`config.mk`:
```
export PLATFORM = sky130hd
export DESIGN_NAME = sfdc_mul
export DESIGN_NICKNAME = d
export VERILOG_FILES = /design/src/sfdc_mul.sv
export SDC_FILE = /design/constraint.sdc
export NUM_CORES = 2
export LEC_CHECK = 0
export BUFFER_PORTS_ARGS = -buffer_cell sky130_fd_sc_hd__clkbuf_2
export CAP_MARGIN = 20
export CORE_MARGIN = 10
export CORE_UTILIZATION = 65
export CTS_CLUSTER_SIZE = 40
export DETAILED_ROUTE_END_ITERATION = 12
export PLACE_DENSITY = 0.83
export SYNTH_ARGS = -nofsm -noshare
export SYNTH_HDL_FRONTEND = slang
export SYNTH_SLANG_ARGS = --single-unit
export TNS_END_PERCENT = 50
```
`constraint.sdc`:
```
create_clock -name clk_i -period 9.75 [get_ports clk_i]
set_input_delay 0.4875 -clock clk_i [delete_from_list [all_inputs] [get_ports clk_i]]
set_output_delay 0.4875 -clock clk_i [all_outputs]
set_load 0.05 [all_outputs]
```
`src/sfdc_mul.sv`:
```
// shared signed 33x33 multiplier with registered product
module sfdc_mul (
  input  logic               clk_i,
  input  logic signed [32:0] a_i,
  input  logic signed [32:0] b_i,
  output logic signed [65:0] p_o
);

  logic signed [65:0] p_q;

  always_ff @(posedge clk_i) begin
    p_q <= a_i * b_i;
  end

  assign p_o = p_q;

endmodule

```
; ---- Word-level counts from Yosys, hierarchy flattened
; Cells that the tools add are included.
[word_totals]
ff_bits = 66
[op_classes]
n_mul = 1
[op_table]
columns = operator, n
row1 = $mul 33x33->66, 1

; ---- Depth between registers and ports, before layout
[depth]
depth_word = 1
mapped_depth = 27
ltp_nobuf = 26

; ---- Worst setup path before layout
; Ideal clock, no wire load.
[synth_timing]
path_type = input-to-reg
startpoint = in a_i[32]
endpoint = reg p_q[62] (netlist: p_o[62])
path_stages = 23
path_buffers = 2
path_slack_ns = 2.026
arrival_ns = 7.645
setup_ns = 0.079
path_cell_list = clkbuf_1 -> nand2_1 -> inv_1 -> fa_1 -> fa_1 -> fa_1 -> fa_1 -> fa_1 -> fa_1 -> fa_1 -> inv_1 -> fa_1 -> inv_1 -> ha_1 -> clkbuf_1 -> and3_1 -> nand3_1 -> nand2b_1 -> a2111oi_4 -> a211oi_4 -> a21o_2 -> a21o_1 -> a211oi_2
[synth_between]
elab_chain_len = 1
[synth_rtl]
columns = element, line_no
row1 = start: declaration, 4  ; input logic signed [32:0] a_i,
row2 = $mul 33x33->66, 12  ; p_q <= a_i * b_i;
row3 = end signal: assignment, 12
row4 = end: declaration, 9  ; logic signed [65:0] p_q;
; No other way between the ends.

; ---- Worst setup path after layout
[layout_timing]
startpoint = in b_i[9]
endpoint = reg p_q[64] (netlist: p_o[64])
[layout_between]
elab_chain_len = 1
[layout_rtl]
columns = element, line_no
row1 = start: declaration, 5  ; input logic signed [32:0] b_i,
row2 = $mul 33x33->66, 12
; No other way between the ends.

==> summary.txt <==
Synth
  – Most used DFF post-synth: dfxtp_1
  – Register area share after synthesis: 0.0324
  – FF+latch count, synth: 66
  – Yosys warns: 0
  – Netlist cell types: 80
  – EDFF count, synth: 0
  – Syn avg cell area: 9.39 um^2
  – Post-Syn Instances: 4338
  – Syn Std Cell Area: 0.0407 mm^2
  – Post-Syn Nets: 5767
  – Post-synth ARST share: 0

Global routing
  – Grt met2 use: 0.516
  – Global-route wire length before repair: 177000 um
  – Total grt overflow: 0
  – Global-route usage over all layers: 0.310
  – Met3 global-route usage: 0.0740
  – GRT met1 Usage: 0.363
  – Vias in the first global route: 33048
  – Maximum number of pins on one net before global-route repair: 34
  – Initial antenna violation count: 5
  – GRT busiest layer: met2

Drt
  – Vias per cell: 5.73
  – Via count: 29434
  – Routed Antenna Nets: 0
  – Drt total wl: 108000 um
  – First-pass detailed-route iteration total: 6
  – Iter 0 DRT Violations: 2215
  – # DRC: 0
  – Drt wl/cell: 21.1 um

Critical path
  – CP Capture Type: flop
  – Critical path class: in2reg
  – CP arrival: 9.30 ns
  – Cells along the critical path: clkbuf_2 -> and2_1 -> fa_1 -> fa_1 -> inv_1 -> fa_1 -> inv_1 -> fa_1 -> fa_1 -> fa_1 -> fa_1 -> inv_1 -> fa_1 -> inv_1 -> ha_1 -> nand3_1 -> nor2_1 -> nand2_1 -> nor3_1 -> o311ai_4 -> nand3_2 -> a211oi_1 -> a311oi_1
  – Worst path slowest cell: nor3_1
  – Max FO, Critical Path: 33
  – WP data required: 10.06 ns
  – CP Buf/Inv Count: 5
  – Delay-heaviest family, CP: adder cells
  – Startpoint types: primary input
  – CP most frequent cell: fa_1
  – Worst path max stage delay: 0.81 ns

Placement
  – Gpl congestion: 0.980
  – HPWL Detailed: 89200 um
  – # port buffers: 132

Outcome
  – Outcome: finished clean

Floorplan
  – Die area: 0.0731 mm^2
  – Core area: 0.0618 mm^2
  – Die width: 270 um
  – IO Pins: 133
  – Rows: 91
  – Die height: 270 um
  – Initial core utilization: 0.659

Finish
  – Share of cells above drive strength 1: 0.0505
  – # fillers: 4650
  – Area Overhead vs Synth: 3.47%
  – Number of flip-flops in the largest register: 66
  – Commonest non-fill, non-tap cells in the layout: 1145 x fa_1, 1131 x inv_1, 562 x and2_1
  – Commonest non-fill, non-tap cell in the layout: fa_1
  – # nets final: 5723

Clock network
  – Hold-fix buffers at CTS: 0
  – Post-CTS setup buffer count: 0
  – Clock-pin slew on the worst setup and hold paths: 0.07 ns
  – TritonCTS buffer count: 9
  – Post-CTS sizing: 0
  – Htree depth: 3
  – CTS tree: built
  – CTS sink cnt: 66
  – Max Root-Sink Buffers: 2
  – CTS Root Buffer Type: clkbuf_16

STA
  – Pins Over Slew Limit: 0
  – Setup violations, final: 0
  – Final Hold Fails: 0
  – RSZ-0062 raised after global routing: no
  – Max Fclk: 111 MHz
  – Period utilization: 0.922
  – Relative slew slack: 0.305
  – Final min period: 8.99 ns
  – Worst Max-Slew Pin Slew: 1.04 ns
  – Setup TNS: 0 ns

Min path
  – Hold Path Class: in2reg

Flow run
  – Max-Cap Viols: 0
[cell usage after synthesis (3+ instances only)]
library cell  instances  area (um^2)
nand2b_1             12         75.1
o21a_1                6         45.0
o21bai_1             11         82.6
nand2_1             551         2070
or2_2                 3         18.8
and4_1                5         43.8
o21ai_0              25          125
a21oi_1              57          285
o21ai_1               6         30.0
a31oi_1               8         50.1
xor2_1               25          219
a211oi_2              3         37.5
a21oi_2               3         26.3
dfxtp_1              66         1320
and3_1                5         31.3
xnor2_1              43          377
o31ai_4               3         63.8
inv_1              1131         4250
ha_1                217         2720
fa_1               1145        22900
and2_1              562         3520
nor2b_1               5         31.3
or3_1                 3         18.8
nor2_1               68          255
o211ai_1              4         30.0
nand4_1              11         68.8
nand3_1              25          125
buf_2                11         55.1
a21o_1               36          270
a211oi_1              7         52.6
a211o_1               6         52.6
clkbuf_1            208          781
nor3_1                7         35.0
[final timing paths]
| kind | startpoint | end | slack (ns) | depth (start not counted) |
|---|---|---|---|---|
| max | b_i[9] | p_o[64] | 0.76 | 23 |
| min | b_i[0] | p_o[0] | 0.64 | 3 |
[cells by family (layout without fill, tap and decap cells)]
logic type / Yosys count / in the layout / share of synthesized area
xor+xnor: 68 / 68 / 0.0146
fa+ha+maj: 1362 / 1362 / 0.629
buf+inv: 1352 / 1313 / 0.125
compound gates: 219 / 219 / 0.0407
flops: 66 / 66 / 0.0324
other cells: 0 / 2 / 0
simple gates: 1271 / 1271 / 0.158
[per-layer routing]
metal  share of wire  up-vias
li1                -    12242
met1            0.34    15250
met2            0.49     1520
met3           0.092      418
met4           0.071        4
met5         0.00021        -
[cell type report]
type	instances	area, um^2	share of cell area
Inverter	1131	4250	0.101
Sequential cell	66	1320	0.0313
Clock buffer	12	246	0.00585
Tap cell	837	1050	0.0248
Antenna cell	2	5.00	0.000119
Multi-Input combinational cell	2920	34300	0.814
Timing Repair Buffer	166	916	0.0217
Clock inverter	4	51.3	0.00122
[metrics by stage]
step | instance area (um^2) | cells | utilization | hold WS (ns) | worst slack, ns
finish | 42100 | 5138 | 0.682 | 0.639 | 0.761
floorplan | 40700 | 4338 | - | 0.615 | 2.03
CTS | 42100 | 5136 | 0.682 | 0.633 | 1.11
global route | 42100 | 5138 | 0.682 | 0.658 | 0.530
global placement | 41800 | 5120 | 0.677 | 0.987 | 0.841
detailed placement | 41800 | 5120 | 0.677 | 0.987 | 0.724
Power is left out: the tool's default activity adds up to more than one toggle a clock period on the data nets, which glitch-free logic cannot reach.
