<file path="config.mk">
export PLATFORM = sky130hd
export DESIGN_NAME = sfdc_iter
export DESIGN_NICKNAME = d
export VERILOG_FILES = /design/src/sfdc_pkg.sv /design/src/sfdc_iter.sv
export SDC_FILE = /design/constraint.sdc
export NUM_CORES = 1
export LEC_CHECK = 0
export ABC_AREA = 0
export BUFFER_PORTS_ARGS = -buffer_cell sky130_fd_sc_hd__buf_4
export CORE_MARGIN = 5
export CORE_UTILIZATION = 55
export DETAILED_ROUTE_END_ITERATION = 12
export GPL_ROUTABILITY_DRIVEN = 0
export PLACE_DENSITY_LB_ADDON = 0.05
export SKIP_LAST_GASP = 1
export SLEW_MARGIN = 25
export SYNTH_ARGS = -nofsm -noshare
export SYNTH_HDL_FRONTEND = slang
export SYNTH_SLANG_ARGS = --single-unit
</file>
<file path="constraint.sdc">
create_clock -name clk_i -period 5.83 [get_ports clk_i]
set_clock_uncertainty 0.15 [all_clocks]
set_input_delay 1.166 -clock clk_i [delete_from_list [all_inputs] [get_ports clk_i]]
set_output_delay 1.166 -clock clk_i [all_outputs]
set_load 0.02 [all_outputs]
</file>
<file path="src/sfdc_pkg.sv">
// shared types, constants and plane tables for the sphere frustum distance cull block
package sfdc_pkg;

  localparam int unsigned PLANE_COUNT = 6;
  localparam int unsigned MAT_SLOTS   = 16;
  localparam int unsigned CAM_AXES    = 3;
  localparam int unsigned COEF_COUNT  = PLANE_COUNT * 4;

  localparam logic [30:0] CULL_RESET   = 31'd6553600;
  localparam logic [3:0]  SLOT_LAST    = 4'd15;
  localparam logic [2:0]  PLANE_LAST   = 3'd5;
  localparam logic        REG_CULL_IDX = 1'b0;

  typedef enum logic [1:0] {
    KIND_MAT    = 2'd0,
    KIND_CAM    = 2'd1,
    KIND_SPHERE = 2'd2
  } kind_e;

  typedef enum logic [1:0] {
    CAUSE_ALWAYS  = 2'd0,
    CAUSE_PASS    = 2'd1,
    CAUSE_OUTSIDE = 2'd2,
    CAUSE_FAR     = 2'd3
  } cause_e;

  typedef enum logic [1:0] {
    MODE_ADD,
    MODE_SUB,
    MODE_COPY
  } mode_e;

  typedef enum logic [4:0] {
    ST_IDLE,
    ST_DRV_W,
    ST_DRV_E,
    ST_DRV_SQ,
    ST_DRV_ACC,
    ST_SQRT_GO,
    ST_SQRT_WAIT,
    ST_NRM_RD,
    ST_NRM_WAIT,
    ST_TST_INIT,
    ST_TST_MUL,
    ST_TST_ACC,
    ST_DST_MUL,
    ST_DST_ACC,
    ST_LIM_MUL,
    ST_LIM_CHK,
    ST_RESULT
  } state_e;

  typedef struct packed {
    logic start;
    logic sqrt_mode;
  } iter_req_t;

  // matrix column combined with column 4 for each plane
  function automatic logic [1:0] plane_col(input logic [2:0] p);
    logic [1:0] c;
    case (p)
      3'd0, 3'd1: c = 2'd0;
      3'd2, 3'd3: c = 2'd1;
      default:    c = 2'd2;
    endcase
    return c;
  endfunction

  function automatic mode_e plane_mode(input logic [2:0] p);
    mode_e m;
    case (p)
      3'd0, 3'd3: m = MODE_ADD;
      3'd4:       m = MODE_COPY;
      default:    m = MODE_SUB;
    endcase
    return m;
  endfunction

  function automatic logic signed [31:0] sat33(input logic signed [32:0] v);
    logic signed [31:0] r;
    if (v[32] != v[31]) begin
      r = v[32] ? 32'sh8000_0000 : 32'sh7fff_ffff;
    end else begin
      r = v[31:0];
    end
    return r;
  endfunction

endpackage

</file>
<file path="src/sfdc_iter.sv">
// shift-subtract unit shared by square root (2 bits a step) and division (1 bit a step)
module sfdc_iter (
  input  logic                clk_i,
  input  logic                rst_ni,
  input  sfdc_pkg::iter_req_t req_i,
  input  logic [63:0]         src_i,
  input  logic [31:0]         dvs_i,
  output logic                done_o,
  output logic [47:0]         res_o
);
  import sfdc_pkg::*;

  localparam logic [5:0] SqrtSteps = 6'd32;
  localparam logic [5:0] DivSteps  = 6'd48;

  logic        busy_q, busy_d;
  logic        done_q, done_d;
  logic [5:0]  cnt_q, cnt_d;
  logic        mode_q;
  logic [63:0] src_q;
  logic [34:0] rem_q;
  logic [47:0] res_q;
  logic [31:0] dvs_q;
  logic [34:0] sh, trial, diff;
  logic        ge;

  always_comb begin
    sh    = mode_q ? {rem_q[32:0], src_q[63:62]} : {rem_q[33:0], src_q[63]};
    trial = mode_q ? {1'b0, res_q[31:0], 2'b01} : {3'b000, dvs_q};
    ge    = (sh >= trial);
    diff  = sh - trial;
  end

  always_comb begin
    busy_d = busy_q;
    cnt_d  = cnt_q;
    done_d = 1'b0;
    if (req_i.start) begin
      busy_d = 1'b1;
      cnt_d  = req_i.sqrt_mode ? SqrtSteps : DivSteps;
    end else if (busy_q) begin
      cnt_d = cnt_q - 6'd1;
      if (cnt_q == 6'd1) begin
        busy_d = 1'b0;
        done_d = 1'b1;
      end
    end
  end

  always_ff @(posedge clk_i or negedge rst_ni) begin
    if (!rst_ni) begin
      busy_q <= 1'b0;
      done_q <= 1'b0;
      cnt_q  <= '0;
    end else begin
      busy_q <= busy_d;
      done_q <= done_d;
      cnt_q  <= cnt_d;
    end
  end

  always_ff @(posedge clk_i) begin
    if (req_i.start) begin
      mode_q <= req_i.sqrt_mode;
      src_q  <= src_i;
      dvs_q  <= dvs_i;
      rem_q  <= '0;
      res_q  <= '0;
    end else if (busy_q) begin
      src_q <= mode_q ? {src_q[61:0], 2'b00} : {src_q[62:0], 1'b0};
      rem_q <= ge ? diff : sh;
      res_q <= {res_q[46:0], ge};
    end
  end

  assign done_o = done_q;
  assign res_o  = res_q;

endmodule

</file>
# --- Word-level counts from Yosys, hierarchy flattened ---
# Index checks and enable logic that the tools add are counted.
totals:
  ff_bits: 187
  inputBits: 100
  output_inout_bits: 49
classes:
  n_addsub: 2
  magnitude_cmp: 1
  eq_ne: 1
  muxes: 15
  n_reduce_logical: 1
ops:
  columns: ["operator", "count"]
  rows:
  - ["2-to-1 mux 64 bit", 3]
  - ["2-to-1 mux 34 bit", 2]
  - [">= comparator 35 x 34 -> 1 bit", 1]
  - ["2-to-1 mux 35 bit", 1]
  - ["subtractor 34 bit", 1]
  - ["2-to-1 mux 6 bit", 2]
  - ["equality test 6 x 1 -> 1 bit (second input constant)", 1]
  - ["2-to-1 mux 1 bit", 6]
  - ["subtractor 6 x 1 -> 6 bit (second input constant)", 1]
  - ["2-to-1 mux 5 bit", 1]
  - ["nonzero test 2 bit", 1]

# --- Depth between registers and ports, before layout ---
depth:
  ltp_word: 4
  depth_mapped: 18
  depth_no_buf: 11

# --- Worst setup path after synthesis ---
# OpenSTA, ideal clock, no wires.
synth_timing:
  path_kind: "register to register"
  startpoint: "register mode_q"
  endpoint: "register rem_q[13]"
  setup_ns: 0.088
  t_arrival_ns: 3.950
  t_required_ns: 5.592
  path_slack_ns: 1.642
  stages_incl_launch_ff: 14
  path_cell_list: "edfxtp_1 > clkbuf_1 > clkbuf_1 > clkbuf_1 > buf_1 > mux2i_1 > ha_1 > a211oi_1 > nor2_1 > o41ai_2 > a21boi_0 > o21a_1 > or4_1 > a311oi_2"
synth_between:
  elab_chain_len: 3
  word_cells_on_any_way: 5
  cone_classes: "add/sub: 1; order compare: 1; mux: 3"
synth_lines:
  columns: ["element", "line_no", "source"]
  rows:
  - ["start, declared", "sfdc_iter.sv:19", "logic mode_q;"]
  - ["start signal, assigned", "sfdc_iter.sv:64", "mode_q <= req_i.sqrt_mode;"]
  - ["2-to-1 mux 35 bit or 2-to-1 mux 34 bit (tied branches)", "sfdc_iter.sv:28, sfdc_iter.sv:29", null]
  - ["subtractor 34 bit or >= comparator 35 x 34 -> 1 bit (tied branches)", "sfdc_iter.sv:31, sfdc_iter.sv:30", null]
  - ["2-to-1 mux 34 bit (*)", "sfdc_iter.sv:71", "rem_q <= ge ? diff : sh;"]
  - ["end signal, assigned", "sfdc_iter.sv:71", null]
  - ["end, declared", "sfdc_iter.sv:21", "logic [34:0] rem_q;"]
# Every way passes the cells marked *; elsewhere a longest branch is shown, timed or not.
# A chain may end at the register's enable or synchronous reset.

# --- Worst setup path after layout ---
layout_timing:
  startpoint: "register mode_q"
  endpoint: "register rem_q[4]"
# Same word-level chain as after synthesis.

==> metrics.yaml <==
outcome: "complete, no violations"
worstSetupPathType: "flip-flop to flip-flop"
fill_cells: 1567
hold_buffers: 0
startpoint_type: "flip-flop"
wirelength_um: 24300
port-buffer-count: 148
synth.cell_area_um2: 10600
per_instance_average_area_after_synthesis_um2: 9.87
slew_viol_final: 0
core_region_area_um2: 18800
area_of_the_die_um2: 22100
yosys_warnings: 0
die_height_um: 149
initial_core_util_pct: 56.2
finalSetupViolations: 0
dpl.cell_count: 1417
grt_pass1_vias: 8191
final_core_utilization_pct: 65.8
clk_transition_reported_paths_ps: 70
finalNetCount: 1313
finish.cell_count_without_fillers: 1449
vias: 8327
detailed_place_hpwl_um: 16700
total_buffers_and_inverters_traversed_by_the_critical_path: 2
timing.critical_path.slowest_stage_cell: "buf_4"
cts_repair_resize_count: 0
met2_usage_pct: 34.5
synth_enable_flop_cells: 97
cts_tree: "done"
timing_worst_slew_pin_value_ps: 956
critPathMaxStageDelay_ps: 710
grt_first_pass_wirelength_um: 40600
grt_max_degree: 110
timing_hold_violations_final: 0
globalRoute.totalOverflow: 0
top_cell_type_s_share_of_synthesized_area_pct: 27.5
timing.setup.tns_ps: 0
detailed_place.area_um2: 11800
post_drt_via_cell_ratio: 5.75
timing.critical_path.mode_cell: "buf_4"
postSynthCellCount: 1073
synth.distinct_cells: 71
period_share_pct: 74.4
stdcell_area_um2: 12400
fraction_of_registers_with_async_set_reset_pct: 4.28
ant_nets: 0
clockBufferDepth: 2
clk_root_buffer_cell: "clkbuf_16"
insertion_delay_ps: 440
drtIter0Drc: 514
max_freq_ghz: 0.231
endpoint_kind: "flip-flop"
synth_flop_cell: "edfxtp_1"
synth-seq-area-share_pct: 44.9
layout_min_cycle_time_ps: 4340
critPathTopFamily: "compound AO/OA/AOI/OAI gates"
gr-usage-met3_pct: 4.86
globalRouteMet1Util_pct: 32.0
post_drt_wl_per_cell_um: 16.8
floorplan.die.width_um: 149
required_time_of_the_worst_setup_path_ps: 6010
worst-endpoint-arrival_ps: 4510
areaGrowthSynthToFinish_pct: 17.0
numCtsBuffers: 17
path_cells: "buf_4 > mux2i_1 > ha_1 > a211oi_1 > nor2_1 > o41ai_2 > a21oi_2 > o21ba_2 > nor2_4 > buf_4 > nand2_1 > a311oi_1"
power_per_cell_area_nw_per_um2: 410
synth_top_area_cell: "edfxtp_1"
grt_busiest_layer: "met2"
row_count: 50
detailedRoute.firstPassIterationCount: 5
antennaDiodeCount: 0
worstHoldPathType: "flip-flop to flip-flop"
power.ir.vdd_worst_mv: 0.289
synth-seq-cells: 187
track_usage_pct: 22.1
leakagePower_nw: 5.55
fin_hold_ws_ps: 309
post_route_cells_drive_above_1_share_pct: 20.4
yosysMostFrequentCell: "mux2i_1"
rsz0062_at_grt: "no"
num_io_pins: 149
post_synth_main_area_contributors: "edfxtp_1 (28%), dfxtp_1 (16%), mux2i_1 (14%)"
grt_antenna_before_repair: 0
syn_nets: 1210
synthTopCellsByCount: "mux2i_1 (145), nand2_1 (142), nor2_1 (108)"
post_cts.repair.setup_buffers: 0
timing.critical_path.fanout_max: 59
cts_max_level: 4
drc: 0
drv.max_cap_violation_count: 0
max-slew-margin-rel_pct: 36.3
sink_count: 187
==> worst paths after layout <==
| path | startpoint | end | slack (ps) | cells after the start |
|---|---|---|---|---|
| worst max-delay path | mode_q$_DFFE_PP_ | rem_q[4]$_SDFFE_PP0P_ | 1490 | 12 |
| worst min-delay path | rem_q[33]$_SDFFE_PP0P_ | rem_q[33]$_SDFFE_PP0P_ | 310 | 2 |
| worst max register to register | mode_q$_DFFE_PP_ | rem_q[4]$_SDFFE_PP0P_ | 1490 | 12 |
| worst min register to register | rem_q[33]$_SDFFE_PP0P_ | rem_q[33]$_SDFFE_PP0P_ | 310 | 2 |
| max in group asynchronous | rst_ni | busy_q$_DFF_PN0_ | 5000 | 1 |
| min in group asynchronous | rst_ni | cnt_q[0]$_DFFE_PN0P_ | 390 | 1 |
==> placed cells by master (no fill, tap or decap), types with 17 or more instances in the layout <==
master     instances
a21oi_1           40
a311oi_1          18
buf_4            154
clkbuf_16         17
dfxtp_1           82
edfxtp_1          97
ha_1              36
mux2_2            33
mux2i_1          145
nand2_1          142
nor2_1           106
o21ai_0           89
==> area by class of cell <==
type / count / area [um^2] / area share (%)
multi-input combinational: 801 / 5480 / 44.3
sequential: 187 / 4760 / 38.4
timing repair buffer: 156 / 1190 / 9.59
clock buffer: 18 / 429 / 3.47
tap: 260 / 325 / 2.63
clock inverter: 14 / 151 / 1.22
inverter: 13 / 48.8 / 0.394
==> report_power, final <==
part | internal (W) | leakage (nW) | switching (W)
Sequential | 0.00158 | 1.79 | 0.000119
Clock | 0.000609 | 0.281 | 0.000546
Combinational | 0.000928 | 3.48 | 0.00129
==> worst reg2reg max path: stages, from the launching register on <==
cell	delay, ps
edfxtp_1	390
buf_4	710
mux2i_1	320
ha_1	320
a211oi_1	270
nor2_1	110
o41ai_2	390
a21oi_2	170
o21ba_2	260
nor2_4	410
buf_4	360
nand2_1	90
a311oi_1	290
==> sequential cells by signal (all words and copies together), names as in the netlist <==
register  count
cnt_q         6
rem_q        34
dvs_q        32
mode_q        1
done_o        1
busy_q        1
src_q        64
res_o        48
==> per-layer routing <==
| layer | part of all wire, % | wire [um] |
|---|---|---|
| met5 | 0 | 0 |
| met1 | 48 | 11700 |
| met3 | 5.5 | 1350 |
| met2 | 46 | 11100 |
| met4 | 0.79 | 193 |
==> cell families after synthesis <==
| logic type | synth area share, % |
|---|---|
| AOI/OAI and AO/OA | 14.8 |
| adders and majority gates | 4.44 |
| and+or+nand+nor | 13.6 |
| DFF | 44.9 |
| muxes | 17.2 |
| xor gates and xnor gates | 1.74 |
| buffers and inverters | 3.32 |
==> through the flow <==
step | total power [W] | setup slack, ps
after CTS | 0.00508 | 1500
after floorplan | 0.00342 | 1640
after detailed placement | 0.00390 | 1520
after global placement | 0.00387 | 1600
final | 0.00507 | 1490
after global routing | 0.00542 | 1150
No activity file was read; power rests on OpenSTA's default activity.
